===== config.mk =====
export PLATFORM = sky130hd
export DESIGN_NAME = intel_hex_record_parser_top_flat
export DESIGN_NICKNAME = d
export VERILOG_FILES = /design/src/ihrp_pkg.sv /design/src/ihrp_if.sv /design/src/ihrp_in_stage.sv /design/src/ihrp_core.sv /design/src/ihrp_out_stage.sv /design/src/intel_hex_record_parser_top.sv /design/src/flat_wrapper.sv
export SDC_FILE = /design/constraint.sdc
export NUM_CORES = 1
export LEC_CHECK = 0
export BUFFER_PORTS_ARGS = -buffer_cell sky130_fd_sc_hd__buf_2
export CAP_MARGIN = 20
export CORE_MARGIN = 8
export CORE_UTILIZATION = 60
export DETAILED_ROUTE_END_ITERATION = 8
export MAX_ROUTING_LAYER = met4
export PLACE_DENSITY = 0.89
export SLEW_MARGIN = 0
export SYNTH_ARGS = -nofsm -noshare
export SYNTH_HDL_FRONTEND = slang
export SYNTH_SLANG_ARGS = --single-unit

===== constraint.sdc =====
create_clock -name clk -period 7.6 [get_ports clk]
set_input_delay 2.28 -clock clk [delete_from_list [all_inputs] [get_ports clk]]
set_output_delay 2.28 -clock clk [all_outputs]
set_load 0.005 [all_outputs]

===== src/ihrp_pkg.sv =====
`timescale 1ns / 1ps
// ----------------------------------------------------------------------------
// ihrp_pkg
// Shared types, codes and helpers of the Intel HEX record parser.
// ----------------------------------------------------------------------------
package ihrp_pkg;

    localparam logic [7:0] CHAR_COLON = 8'h3A;
    localparam logic [7:0] CHAR_CR    = 8'h0D;
    localparam logic [7:0] CHAR_LF    = 8'h0A;

    localparam logic       KIND_DATA    = 1'b0;
    localparam logic       KIND_VERDICT = 1'b1;

    localparam logic [1:0] STATUS_OK        = 2'd0;
    localparam logic [1:0] STATUS_BAD_SUM   = 2'd1;
    localparam logic [1:0] STATUS_BAD_CHAR  = 2'd2;
    localparam logic [1:0] STATUS_TRUNCATED = 2'd3;

    localparam logic [7:0] TYPE_DATA    = 8'd0;
    localparam logic [7:0] TYPE_SEGMENT = 8'd2;
    localparam logic [7:0] TYPE_LINEAR  = 8'd4;

    localparam int SEGMENT_SHIFT = 12;

    typedef struct packed {
        logic        kind;
        logic [31:0] address;
        logic [7:0]  data_byte;
        logic [7:0]  record_type;
        logic [1:0]  status;
    } result_t;

    typedef struct packed {
        logic       valid;
        logic [7:0] code;
    } char_beat_t;

    typedef struct packed {
        logic    valid;
        result_t result;
    } result_beat_t;

    typedef struct packed {
        logic       ok;
        logic [3:0] value;
    } hex_digit_t;

    function automatic hex_digit_t hex_decode(input logic [7:0] c);
        hex_digit_t d;
        d.ok    = 1'b1;
        d.value = 4'd0;
        if (c inside {[8'h30:8'h39]})
        begin
            d.value = c[3:0];
        end
        else if (c inside {[8'h41:8'h46], [8'h61:8'h66]})
        begin
            d.value = c[3:0] + 4'd9;
        end
        else
        begin
            d.ok = 1'b0;
        end
        return d;
    endfunction

endpackage


===== src/ihrp_if.sv =====
`timescale 1ns / 1ps
// ----------------------------------------------------------------------------
// ihrp_char_if / ihrp_result_if
// Valid/ready channels for the character stream and the result stream.
// ----------------------------------------------------------------------------
interface ihrp_char_if;
    logic       valid;
    logic       ready;
    logic [7:0] char_code;

    modport source (output valid, output char_code, input ready);
    modport sink   (input valid, input char_code, output ready);
endinterface

interface ihrp_result_if;
    logic        valid;
    logic        ready;
    logic        kind;
    logic [31:0] address;
    logic [7:0]  data_byte;
    logic [7:0]  record_type;
    logic [1:0]  status;

    modport source (output valid, output kind, output address, output data_byte,
                    output record_type, output status, input ready);
    modport sink   (input valid, input kind, input address, input data_byte,
                    input record_type, input status, output ready);
endinterface


===== src/ihrp_in_stage.sv =====
`timescale 1ns / 1ps
// ----------------------------------------------------------------------------
// ihrp_in_stage
// Input register for one character beat.
// ----------------------------------------------------------------------------
module ihrp_in_stage
    import ihrp_pkg::*;
(
    input  logic       clk,
    input  logic       rst_n,
    input  logic       in_valid,
    input  logic [7:0] in_code,
    output logic       in_ready,
    input  logic       take,
    output char_beat_t beat
);

    logic       valid_reg;
    logic       valid_next;
    logic [7:0] code_reg;

    assign in_ready   = !valid_reg || take;
    assign valid_next = in_ready ? in_valid : valid_reg;

    always_ff @(posedge clk or negedge rst_n)
    begin
        if (!rst_n)
        begin
            valid_reg <= 1'b0;
        end
        else
        begin
            valid_reg <= valid_next;
        end
    end

    always_ff @(posedge clk)
    begin
        if (in_ready && in_valid)
        begin
            code_reg <= in_code;
        end
    end

    assign beat.valid = valid_reg;
    assign beat.code  = code_reg;

endmodule


===== src/ihrp_core.sv =====
`timescale 1ns / 1ps
// ----------------------------------------------------------------------------
// ihrp_core
// Record state machine: decodes one character per beat, emits data bytes
// and record verdicts.
// ----------------------------------------------------------------------------
module ihrp_core
    import ihrp_pkg::*;
(
    input  logic         clk,
    input  logic         rst_n,
    input  char_beat_t   beat,
    input  logic         take,
    output result_beat_t res
);

    localparam logic [2:0] PH_IDLE   = 3'd0;
    localparam logic [2:0] PH_COUNT  = 3'd1;
    localparam logic [2:0] PH_OFFSET = 3'd2;
    localparam logic [2:0] PH_TYPE   = 3'd3;
    localparam logic [2:0] PH_DATA   = 3'd4;
    localparam logic [2:0] PH_CHECK  = 3'd5;
    localparam logic [2:0] PH_DONE   = 3'd6;
    localparam logic [2:0] PH_SKIP   = 3'd7;

    logic [2:0]  phase_reg,    phase_next;
    logic        held_reg,     held_next;
    logic [3:0]  nibble_reg,   nibble_next;
    logic [7:0]  count_reg,    count_next;
    logic [15:0] offset_reg,   offset_next;
    logic [7:0]  type_reg,     type_next;
    logic [7:0]  index_reg,    index_next;
    logic [7:0]  sum_reg,      sum_next;
    logic [15:0] page_reg,     page_next;
    logic [15:0] pending_reg,  pending_next;

    logic        in_record;
    hex_digit_t  digit;
    logic [7:0]  byte_val;
    logic [7:0]  index_inc;
    logic [31:0] base;

    assign in_record = (phase_reg inside {[PH_COUNT:PH_CHECK]});
    assign digit     = hex_decode(beat.code);
    assign byte_val  = {nibble_reg, digit.value};
    assign index_inc = index_reg + 8'd1;
    assign base      = {page_reg, offset_reg};

    always_comb
    begin
        phase_next   = phase_reg;
        held_next    = held_reg;
        nibble_next  = nibble_reg;
        count_next   = count_reg;
        offset_next  = offset_reg;
        type_next    = type_reg;
        index_next   = index_reg;
        sum_next     = sum_reg;
        page_next    = page_reg;
        pending_next = pending_reg;

        res.valid              = 1'b0;
        res.result.kind        = KIND_VERDICT;
        res.result.address     = base;
        res.result.data_byte   = 8'd0;
        res.result.record_type = type_reg;
        res.result.status      = STATUS_OK;

        if (beat.code == CHAR_COLON)
        begin
            res.valid         = in_record;
            res.result.status = STATUS_TRUNCATED;
            phase_next   = PH_COUNT;
            held_next    = 1'b0;
            nibble_next  = 4'd0;
            count_next   = 8'd0;
            offset_next  = 16'd0;
            type_next    = 8'd0;
            index_next   = 8'd0;
            sum_next     = 8'd0;
            pending_next = 16'd0;
        end
        else if (beat.code == CHAR_CR || beat.code == CHAR_LF)
        begin
            res.valid         = in_record;
            res.result.status = STATUS_TRUNCATED;
            phase_next = PH_IDLE;
            held_next  = 1'b0;
        end
        else if (in_record)
        begin
            if (!digit.ok)
            begin
                res.valid         = 1'b1;
                res.result.status = STATUS_BAD_CHAR;
                phase_next = PH_SKIP;
                held_next  = 1'b0;
            end
            else if (!held_reg)
            begin
                nibble_next = digit.value;
                held_next   = 1'b1;
            end
            else
            begin
                held_next = 1'b0;
                sum_next  = sum_reg + byte_val;
                case (phase_reg)
                    PH_COUNT:
                    begin
                        count_next = byte_val;
                        index_next = 8'd0;
                        phase_next = PH_OFFSET;
                    end
                    PH_OFFSET:
                    begin
                        offset_next = {offset_reg[7:0], byte_val};
                        if (index_inc >= 8'd2)
                        begin
                            index_next = 8'd0;
                            phase_next = PH_TYPE;
                        end
                        else
                        begin
                            index_next = index_inc;
                        end
                    end
                    PH_TYPE:
                    begin
                        type_next  = byte_val;
                        phase_next = (count_reg == 8'd0) ? PH_CHECK : PH_DATA;
                    end
                    PH_DATA:
                    begin
                        if (index_reg == 8'd0)
                        begin
                            pending_next = {byte_val, 8'd0};
                        end
                        else if (index_reg == 8'd1)
                        begin
                            pending_next = {pending_reg[15:8], byte_val};
                        end
                        if (type_reg == TYPE_DATA)
                        begin
                            res.valid            = 1'b1;
                            res.result.kind      = KIND_DATA;
                            res.result.address   = base + {24'd0, index_reg};
                            res.result.data_byte = byte_val;
                        end
                        index_next = index_inc;
                        if (index_inc >= count_reg)
                        begin
                            phase_next = PH_CHECK;
                        end
                    end
                    PH_CHECK:
                    begin
                        res.valid         = 1'b1;
                        res.result.status = (sum_next == 8'd0) ? STATUS_OK : STATUS_BAD_SUM;
                        if (sum_next == 8'd0)
                        begin
                            if (type_reg == TYPE_SEGMENT)
                            begin
                                page_next = pending_reg >> SEGMENT_SHIFT;
                            end
                            else if (type_reg == TYPE_LINEAR)
                            begin
                                page_next = pending_reg;
                            end
                        end
                        phase_next = PH_DONE;
                    end
                    default:
                    begin
                        phase_next = phase_reg;
                    end
                endcase
            end
        end
    end

    always_ff @(posedge clk or negedge rst_n)
    begin
        if (!rst_n)
        begin
            phase_reg   <= PH_IDLE;
            held_reg    <= 1'b0;
            nibble_reg  <= 4'd0;
            count_reg   <= 8'd0;
            offset_reg  <= 16'd0;
            type_reg    <= 8'd0;
            index_reg   <= 8'd0;
            sum_reg     <= 8'd0;
            page_reg    <= 16'd0;
            pending_reg <= 16'd0;
        end
        else if (take)
        begin
            phase_reg   <= phase_next;
            held_reg    <= held_next;
            nibble_reg  <= nibble_next;
            count_reg   <= count_next;
            offset_reg  <= offset_next;
            type_reg    <= type_next;
            index_reg   <= index_next;
            sum_reg     <= sum_next;
            page_reg    <= page_next;
            pending_reg <= pending_next;
        end
    end

endmodule


===== src/ihrp_out_stage.sv =====
`timescale 1ns / 1ps
// ----------------------------------------------------------------------------
// ihrp_out_stage
// Result register holding one result beat until the sink takes it.
// ----------------------------------------------------------------------------
module ihrp_out_stage
    import ihrp_pkg::*;
(
    input  logic         clk,
    input  logic         rst_n,
    input  logic         load,
    input  result_beat_t res,
    input  logic         out_ready,
    output logic         out_valid,
    output result_t      out_result
);

    logic    valid_reg;
    logic    valid_next;
    result_t result_reg;

    always_comb
    begin
        valid_next = valid_reg;
        if (load)
        begin
            valid_next = res.valid;
        end
        else if (out_ready)
        begin
            valid_next = 1'b0;
        end
    end

    always_ff @(posedge clk or negedge rst_n)
    begin
        if (!rst_n)
        begin
            valid_reg <= 1'b0;
        end
        else
        begin
            valid_reg <= valid_next;
        end
    end

    always_ff @(posedge clk)
    begin
        if (load && res.valid)
        begin
            result_reg <= res.result;
        end
    end

    assign out_valid  = valid_reg;
    assign out_result = result_reg;

endmodule


===== src/intel_hex_record_parser_top.sv =====
`timescale 1ns / 1ps
// ----------------------------------------------------------------------------
// intel_hex_record_parser_top
// Intel HEX record parser: one ASCII character per beat in, tentative data
// bytes and record verdicts out.
//
//   channel   dir   payload                                          beats
//   char_in   in    char_code[7:0]                                   1 per char
//   rec_out   out   kind, address[31:0], data_byte[7:0],             0 or 1
//                   record_type[7:0], status[1:0]                    per char
//
// one character per cycle sustained while the sink does not stall; a result
// is valid once its character passes the input, then the result register
// the record state advances when the held character moves into the result
// register, which happens whenever that register is empty or being drained
// a stalled sink holds one result and one character, then deasserts ready
// reset clears phase, counters, sum and page at once
// ----------------------------------------------------------------------------
module intel_hex_record_parser_top
    import ihrp_pkg::*;
(
    input  logic          clk,
    input  logic          rst_n,
    ihrp_char_if.sink     char_in,
    ihrp_result_if.source rec_out
);

    char_beat_t   beat;
    result_beat_t res;
    result_t      out_result;
    logic         out_valid;
    logic         take;

    assign take = beat.valid && (!out_valid || rec_out.ready);

    ihrp_in_stage u_in_stage (
        .clk      (clk),
        .rst_n    (rst_n),
        .in_valid (char_in.valid),
        .in_code  (char_in.char_code),
        .in_ready (char_in.ready),
        .take     (take),
        .beat     (beat)
    );

    ihrp_core u_core (
        .clk   (clk),
        .rst_n (rst_n),
        .beat  (beat),
        .take  (take),
        .res   (res)
    );

    ihrp_out_stage u_out_stage (
        .clk        (clk),
        .rst_n      (rst_n),
        .load       (take),
        .res        (res),
        .out_ready  (rec_out.ready),
        .out_valid  (out_valid),
        .out_result (out_result)
    );

    assign rec_out.valid       = out_valid;
    assign rec_out.kind        = out_result.kind;
    assign rec_out.address     = out_result.address;
    assign rec_out.data_byte   = out_result.data_byte;
    assign rec_out.record_type = out_result.record_type;
    assign rec_out.status      = out_result.status;

endmodule

===== src/flat_wrapper.sv =====
// flat-port wrapper written by rule: the top's interface ports become plain ports
module intel_hex_record_parser_top_flat import ihrp_pkg::*;
  (clk, rst_n, char_in_valid, char_in_char_code, char_in_ready, rec_out_valid, rec_out_kind, rec_out_address, rec_out_data_byte, rec_out_record_type, rec_out_status, rec_out_ready);
  ihrp_char_if char_in_i ();
  ihrp_result_if rec_out_i ();
  input  logic clk;
  input  logic rst_n;
  input wire logic [$bits(char_in_i.valid)-1:0] char_in_valid;
  input wire logic [$bits(char_in_i.char_code)-1:0] char_in_char_code;
  output wire logic [$bits(char_in_i.ready)-1:0] char_in_ready;
  output wire logic [$bits(rec_out_i.valid)-1:0] rec_out_valid;
  output wire logic [$bits(rec_out_i.kind)-1:0] rec_out_kind;
  output wire logic [$bits(rec_out_i.address)-1:0] rec_out_address;
  output wire logic [$bits(rec_out_i.data_byte)-1:0] rec_out_data_byte;
  output wire logic [$bits(rec_out_i.record_type)-1:0] rec_out_record_type;
  output wire logic [$bits(rec_out_i.status)-1:0] rec_out_status;
  input wire logic [$bits(rec_out_i.ready)-1:0] rec_out_ready;
  assign char_in_i.valid = char_in_valid;
  assign char_in_i.char_code = char_in_char_code;
  assign char_in_ready = char_in_i.ready;
  assign rec_out_valid = rec_out_i.valid;
  assign rec_out_kind = rec_out_i.kind;
  assign rec_out_address = rec_out_i.address;
  assign rec_out_data_byte = rec_out_i.data_byte;
  assign rec_out_record_type = rec_out_i.record_type;
  assign rec_out_status = rec_out_i.status;
  assign rec_out_i.ready = rec_out_ready;
  intel_hex_record_parser_top u_core (.clk(clk), .rst_n(rst_n), .char_in(char_in_i), .rec_out(rec_out_i));
endmodule

==> results of run 1 <==
path summary, 6_finish.rpt:
| path | slack, ps | from | depth (start not counted) | endpoint |
|---|---|---|---|---|
| max | 2430 | u_core.u_in_stage.code_reg[1] | 15 | u_core.u_core.page_reg[3] |
| min | 480 | u_core.u_core.type_reg[4] | 0 | u_core.u_out_stage.out_result[6] |
| max reg2reg | 2430 | u_core.u_in_stage.code_reg[1] | 15 | u_core.u_core.page_reg[3] |
| min reg2reg | 480 | u_core.u_core.type_reg[4] | 0 | u_core.u_out_stage.out_result[6] |
| max in group asynchronous | 4710 | rst_n | 2 | u_core.u_core.pending_reg[14] |
| min in group asynchronous | 1730 | rst_n | 1 | u_core.u_core.sum_reg[6] |
layer usage:
layer	GRT usage, %	vias to the layer above
li1	-	2763
met1	26.88	2953
met2	39.31	297
met3	5.345	54
met4	10.66	0
met5	-	-
cell usage after synthesis (all sizes together), types with 15 or more instances:
cell     n
clkbuf  17
a21oi   17
nand3   21
inv     41
a22o    23
nor2    44
o21ai   40
mux2i   18
ha      34
xor2    19
nor4    15
xnor2   23
nor3    19
dfrtp   90
nand2   73
edfxtp  59
mux2    22
worst max-delay path, delay by kind of cell, from the launching register on:
| kind | cells | cell delay [ps] |
|---|---|---|
| simple gates | 6 | 1760 |
| compound gates | 3 | 1300 |
| fa+ha+maj | 2 | 590 |
| flops | 1 | 460 |
| buf+inv | 2 | 430 |
| mux | 1 | 380 |
| xor+xnor | 1 | 140 |
power by group:
| part | switching, mW | internal, mW |
|---|---|---|
| registers | 0.0586 | 0.934 |
| logic | 0.246 | 0.138 |
| clock network | 0.326 | 0.590 |
through the flow:
step	hold WS, ps	power (mW)	worst slack [ps]
6_report	480.8	2.292	2427
5_1_grt	493.3	2.371	2231
4_1_cts	484.6	2.295	2270
3_5_place_dp	466.1	1.386	2334
3_3_place_gp	461.9	1.373	2645
2_1_floorplan	438.9	1.255	695.6
cell type report:
class / instances / area share, %
clock inverters: 13 / 2.235
well taps: 172 / 2.403
repair buffers: 73 / 4.303
clock buffers: 19 / 4.946
inverters: 41 / 1.718
multi-input cells: 501 / 39.47
flip-flops and latches: 149 / 44.93
kinds of logic (layout without fill, tap and decap cells):
group           after synthesis  count (layout)  share of synthesized area, %
fa+ha+maj                    36              36                         5.951
xor+xnor                     42              42                         4.703
compound gates              132             132                         11.73
flops                       149             149                         51.45
buf+inv                      66             146                         3.535
simple gates                251             251                         17.17
mux                          40              40                         5.471
==> flow_summary.json, run 1 <==
{
  "status": "completed",
  "cts_hold_buf": 0,
  "clock-sinks": 149,
  "multi_input_area_um2": 3535,
  "die_w_um": 130.2,
  "finalHoldViolations": 0,
  "seq_area_frac_synth_pct": 51.45,
  "cts_resized": 0,
  "route.top_layer_used": "met4",
  "synthToLayoutAreaGrowth_pct": 14.51,
  "drtIter0Drc": 561,
  "cts_tree": "built",
  "avgViaCountPerCell": 6.268,
  "synth_cell_types": 66,
  "die_h_um": 130.2,
  "drv_slew": 0,
  "core_um2": 12670,
  "io_pins": 65,
  "leakage_nw": 3.783,
  "synth_nets": 764,
  "grt_pass1_wl_um": 29970,
  "power.density_nw_per_um2": 256.0,
  "crit_chain": "inv_1 > ha_1 > o21bai_1 > a2111oi_1 > and2b_1 > xnor2_1 > nor2_1 > ha_1 > o21ai_1 > nor4b_1 > and4b_1 > nand4_1 > nor4_4 > buf_4 > mux2_2",
  "yosysWarnings": 0,
  "async_reset_ff_share_pct": 60.40,
  "met2_length_um": 9401,
  "setup_tns_ps": 0,
  "grt_max_degree": 72,
  "syn_area_per_cell_um2": 10.92,
  "synth_area_leaders": "dfrtp_1 29%, edfxtp_1 23%, ha_1 5.4%",
  "wl_um": 18770,
  "die-area_um2": 16940,
  "path_max_fanout": 16,
  "layout_commonest_cell": "dfrtp_1",
  "gp_congestion": 0.9389,
  "grt_pass1_vias": 5983,
  "cap_violations": 0,
  "period_share_pct": 68.06,
  "final_cells": 968,
  "drive_gt1_share_pct": 17.46,
  "cp_data_arrival_time_ps": 5490,
  "syn_area_um2": 7821,
  "cpMostUsedCell": "ha_1",
  "final_util_pct": 70.68,
  "antenna_found_initial": 0,
  "ys_seq_elements": 149,
  "m1WireLength_um": 7631,
  "postCtsSetupBuffers": 0,
  "synth_top_area_cell": "dfrtp_1",
  "drtAntennaViolNets": 0,
  "fin_worst_skew_ps": 8.862,
  "synth_edf_count": 59,
  "htree_levels": 4,
  "worstPathRequired_ps": 7910,
  "clkTransAtPathRegs_ps": 60,
  "vdd.ir_drop.worst_mv": 0.1426,
  "critical_path.startpoint_type": "flop",
  "hold_path_class": "reg2reg",
  "post-place-cells": 933,
  "slowest_delay_ps": 910,
  "worst_path_max_delay_cell": "a2111oi_1",
  "dp_hpwl_um": 13360,
  "synth.top_cell.area_share_pct": 28.80,
  "num_antenna_cells": 0,
  "slew_headroom_pct": 34.37,
  "root_buffer": "clkbuf_16",
  "post-route-drc-count": 0,
  "nFillCells": 897,
  "design_area_um2": 8956,
  "rsz0062_at_grt": "false",
  "dpl_cell_area_um2": 8292,
  "numPortBuffers": 64,
  "synth-main-ff-cell": "dfrtp_1",
  "rows": 41,
  "nNetsFinal": 831,
  "overflow": 0,
  "seq_area_um2": 4024,
  "wl_met3_um": 1232,
  "max_freq_mhz": 193.3,
  "worst_setup_path_end_kind": "flop",
  "final.min_clock_period_ps": 5173,
  "worst_slew_pin_slew_ps": 982.0,
  "gr-usage-all-layers_pct": 23.64,
  "setup_viol_count_final": 0,
  "clk_latency_ps": 430,
  "setup.worst_path.class": "reg2reg",
  "final_cell_mix": "90 x dfrtp_1, 72 x nand2_1, 65 x buf_2, 59 x edfxtp_1, 44 x nor2_1",
  "cts-buffers-inserted": 17,
  "cts.path.max_buffers": 2,
  "start_util_pct": 61.73,
  "drt_first_pass_iters": 5,
  "postSynthCellCount": 716,
  "vias": 6067,
  "wire_per_inst_um": 19.39,
  "largest_register_ffs": 51
}
(Power assumes the default switching activity.)
==> run 2: changes to the inputs <==
--- a/config.mk
+++ b/config.mk
@@ -5,13 +5,14 @@
 export SDC_FILE = /design/constraint.sdc
 export NUM_CORES = 1
 export LEC_CHECK = 0
+export ABC_AREA = 1
 export BUFFER_PORTS_ARGS = -buffer_cell sky130_fd_sc_hd__buf_2
 export CAP_MARGIN = 20
 export CORE_MARGIN = 8
-export CORE_UTILIZATION = 60
+export CORE_UTILIZATION = 61
 export DETAILED_ROUTE_END_ITERATION = 8
 export MAX_ROUTING_LAYER = met4
-export PLACE_DENSITY = 0.89
+export PLACE_DENSITY = 0.9
 export SLEW_MARGIN = 0
 export SYNTH_ARGS = -nofsm -noshare
 export SYNTH_HDL_FRONTEND = slang
==> constraint.sdc (replaced) <==
create_clock -name clk -period 4.79 [get_ports clk]
set_input_delay 1.437 -clock clk [delete_from_list [all_inputs] [get_ports clk]]
set_output_delay 1.437 -clock clk [all_outputs]
set_load 0.005 [all_outputs]
==> flow_summary.json, run 2 <==
{
  "setup.worst_path.class": "reg2reg",
  "drtAntennaViolNets": 0,
  "grt_pass1_vias": 6865,
  "avgViaCountPerCell": 5.718,
  "layout_commonest_cell": "nand2_1",
  "io_pins": 65,
  "ys_seq_elements": 149,
  "syn_area_um2": 8391,
  "dpl_cell_area_um2": 8894,
  "whs_ps": 487.5,
  "leakage_nw": 4.539,
  "min_path_cells": 2,
  "post-route-drc-count": 0,
  "antenna_found_initial": 0,
  "overflow": 0,
  "power.density_nw_per_um2": 429.7,
  "synth_edf_count": 59,
  "slowest_delay_ps": 470,
  "synth_area_leaders": "dfrtp_1 27%, edfxtp_1 21%, nand2_1 12%",
  "postCtsSetupBuffers": 0,
  "synthToLayoutAreaGrowth_pct": 13.08,
  "postSynthCellCount": 1020,
  "rows": 43,
  "worst_setup_path_end_kind": "flop",
  "drt_first_pass_iters": 5,
  "num_antenna_cells": 0,
  "synth_cell_types": 44,
  "grt_pass1_wl_um": 34660,
  "cp_data_arrival_time_ps": 4290,
  "nNetsFinal": 1141,
  "hold_path_class": "reg2reg",
  "fin_worst_skew_ps": 9.638,
  "async_reset_ff_share_pct": 60.40,
  "gr-usage-all-layers_pct": 25.29,
  "max_freq_mhz": 251.7,
  "wl_um": 21630,
  "cts_tree": "built",
  "crit_chain": "o21ai_0 > nand3_1 > nor2_1 > nand2_2 > inv_1 > nand2_1 > inv_1 > ha_1 > inv_1 > fa_1 > xnor2_1 > nor3b_1 > nand3_1 > nor2_2 > buf_4 > nand3_4 > nand2_1 > nand2_1",
  "vias": 7353,
  "rsz0062_at_grt": "false",
  "final.min_clock_period_ps": 3972,
  "cap_violations": 0,
  "synth_top_area_cell": "dfrtp_1",
  "cts-buffers-inserted": 17,
  "worstRegToRegCells": 18,
  "design_area_um2": 9488,
  "final_cell_mix": "259 x nand2_1, 140 x inv_1, 90 x dfrtp_1, 88 x nor2_1, 80 x o21ai_0",
  "worst_slew_pin_slew_ps": 945.3,
  "path_max_fanout": 16,
  "drtIter0Drc": 815,
  "period_share_pct": 82.93,
  "yosysWarnings": 0,
  "setup_tns_ps": 0,
  "start_util_pct": 61.40,
  "die-area_um2": 17760,
  "clock-sinks": 149,
  "cts_hold_buf": 0,
  "setup_viol_count_final": 0,
  "totalPowerFinal_mw": 4.077,
  "vdd.ir_drop.worst_mv": 0.2917,
  "critical_path.startpoint_type": "flop",
  "synth.top_cell.area_share_pct": 26.84,
  "worst_path_max_delay_cell": "edfxtp_1",
  "drv_slew": 0,
  "clk_latency_ps": 430,
  "syn_area_per_cell_um2": 8.226,
  "core_um2": 13670,
  "dp_hpwl_um": 15780,
  "status": "completed",
  "synth_nets": 1068,
  "clkTransAtPathRegs_ps": 60,
  "root_buffer": "clkbuf_16",
  "drive_gt1_share_pct": 12.57,
  "seq_area_frac_synth_pct": 47.96,
  "wire_per_inst_um": 16.82,
  "slew_headroom_pct": 36.74,
  "gp_congestion": 0.9686,
  "die_w_um": 133.3,
  "htree_levels": 4,
  "worstPathRequired_ps": 5100,
  "cts_resized": 0,
  "finalHoldViolations": 0,
  "netlist_top_cells_count": "259 x nand2_1, 141 x inv_1, 90 x dfrtp_1, 88 x nor2_1, 80 x o21ai_0",
  "cts.path.max_buffers": 2,
  "synth-main-ff-cell": "dfrtp_1",
  "largest_register_ffs": 51,
  "numPortBuffers": 64,
  "yosysMostFrequentCell": "nand2_1",
  "grt_max_degree": 43,
  "die_h_um": 133.3
}
[run 2: cell types whose count changed after synthesis, sizes merged, moves of 18 or more]
cell,previous run,this run
a22o,23,0
inv,41,148
mux2,22,0
mux2i,18,0
nand2,73,268
nand3,21,84
nand4,9,38
nor2,44,97
o21ai,40,87
[run 2: cell type report]
cell class / instances / area [µm²]
clock inverters: 15 / 168.9
inverters: 148 / 555.5
clock buffers: 17 / 425.4
multi-input cells: 706 / 3714
repair buffers: 71 / 375.4
fillers: 1032 / 4178
well taps: 180 / 225.2
flip-flops and latches: 149 / 4024
[run 2: worst paths after layout]
path / from / end / slack (ps)
max in group asynchronous: rst_n / u_core.u_core.page_reg[10] / 3010
worst min-delay path: u_core.u_core.pending_reg[11] / u_core.u_core.pending_reg[11] / 490
worst max-delay path: u_core.u_in_stage.code_reg[2] / u_core.u_core.page_reg[4] / 820
worst min register to register: u_core.u_core.pending_reg[11] / u_core.u_core.pending_reg[11] / 490
min in group asynchronous: rst_n / u_core.u_core.index_reg[4] / 980
worst max register to register: u_core.u_in_stage.code_reg[2] / u_core.u_core.page_reg[4] / 820
[run 2: through the flow]
| step | util, % | cells | setup WS, ps |
|---|---|---|---|
| after CTS | 69.43 | 1286 | 898.1 |
| after global placement | 65.08 | 1254 | 1144 |
| after floorplan | - | 1020 | 1405 |
| after detailed placement | 65.08 | 1254 | 954.1 |
| final | 69.43 | 1286 | 817.6 |
| after global routing | 69.43 | 1286 | 536.6 |
[run 2: per-layer routing]
metal / global-route usage [%] / routed length, µm / share of wire [%]
met3: 5.045 / 1651 / 7.6
met2: 38.37 / 9914 / 46
met4: 13.35 / 983 / 4.5
met5: - / 0 / 0
met1: 31.53 / 9081 / 42
[run 2: kinds of logic (layout without fill, tap and decap cells)]
logic type	count (synthesis)	after routing	share of synthesized area (%)
AO/OA/AOI/OAI	132	132	8.604
adder cells (fa/ha/maj)	36	36	5.547
XOR/XNOR	25	25	2.699
AND/OR/NAND/NOR	513	513	27.41
flip-flops	149	149	47.96
buffers and inverters	165	251	7.784
[run 2: report_power, final]
part / internal, mW / switching, mW / total [mW] / leakage [nW]
logic: 0.315 / 0.696 / 1.01 / 2.55
clock network: 0.781 / 0.577 / 1.36 / 0.288
registers: 1.59 / 0.123 / 1.71 / 1.70
total: 2.68 / 1.40 / 4.08 / 4.54
[run 2: worst max-delay path: cells and delay by family (launching register included)]
family,cells,cell delay (ps)
compound gates,1,200
xor+xnor,1,160
buf+inv,4,710
simple gates,10,1730
fa+ha+maj,2,600
flops,1,470
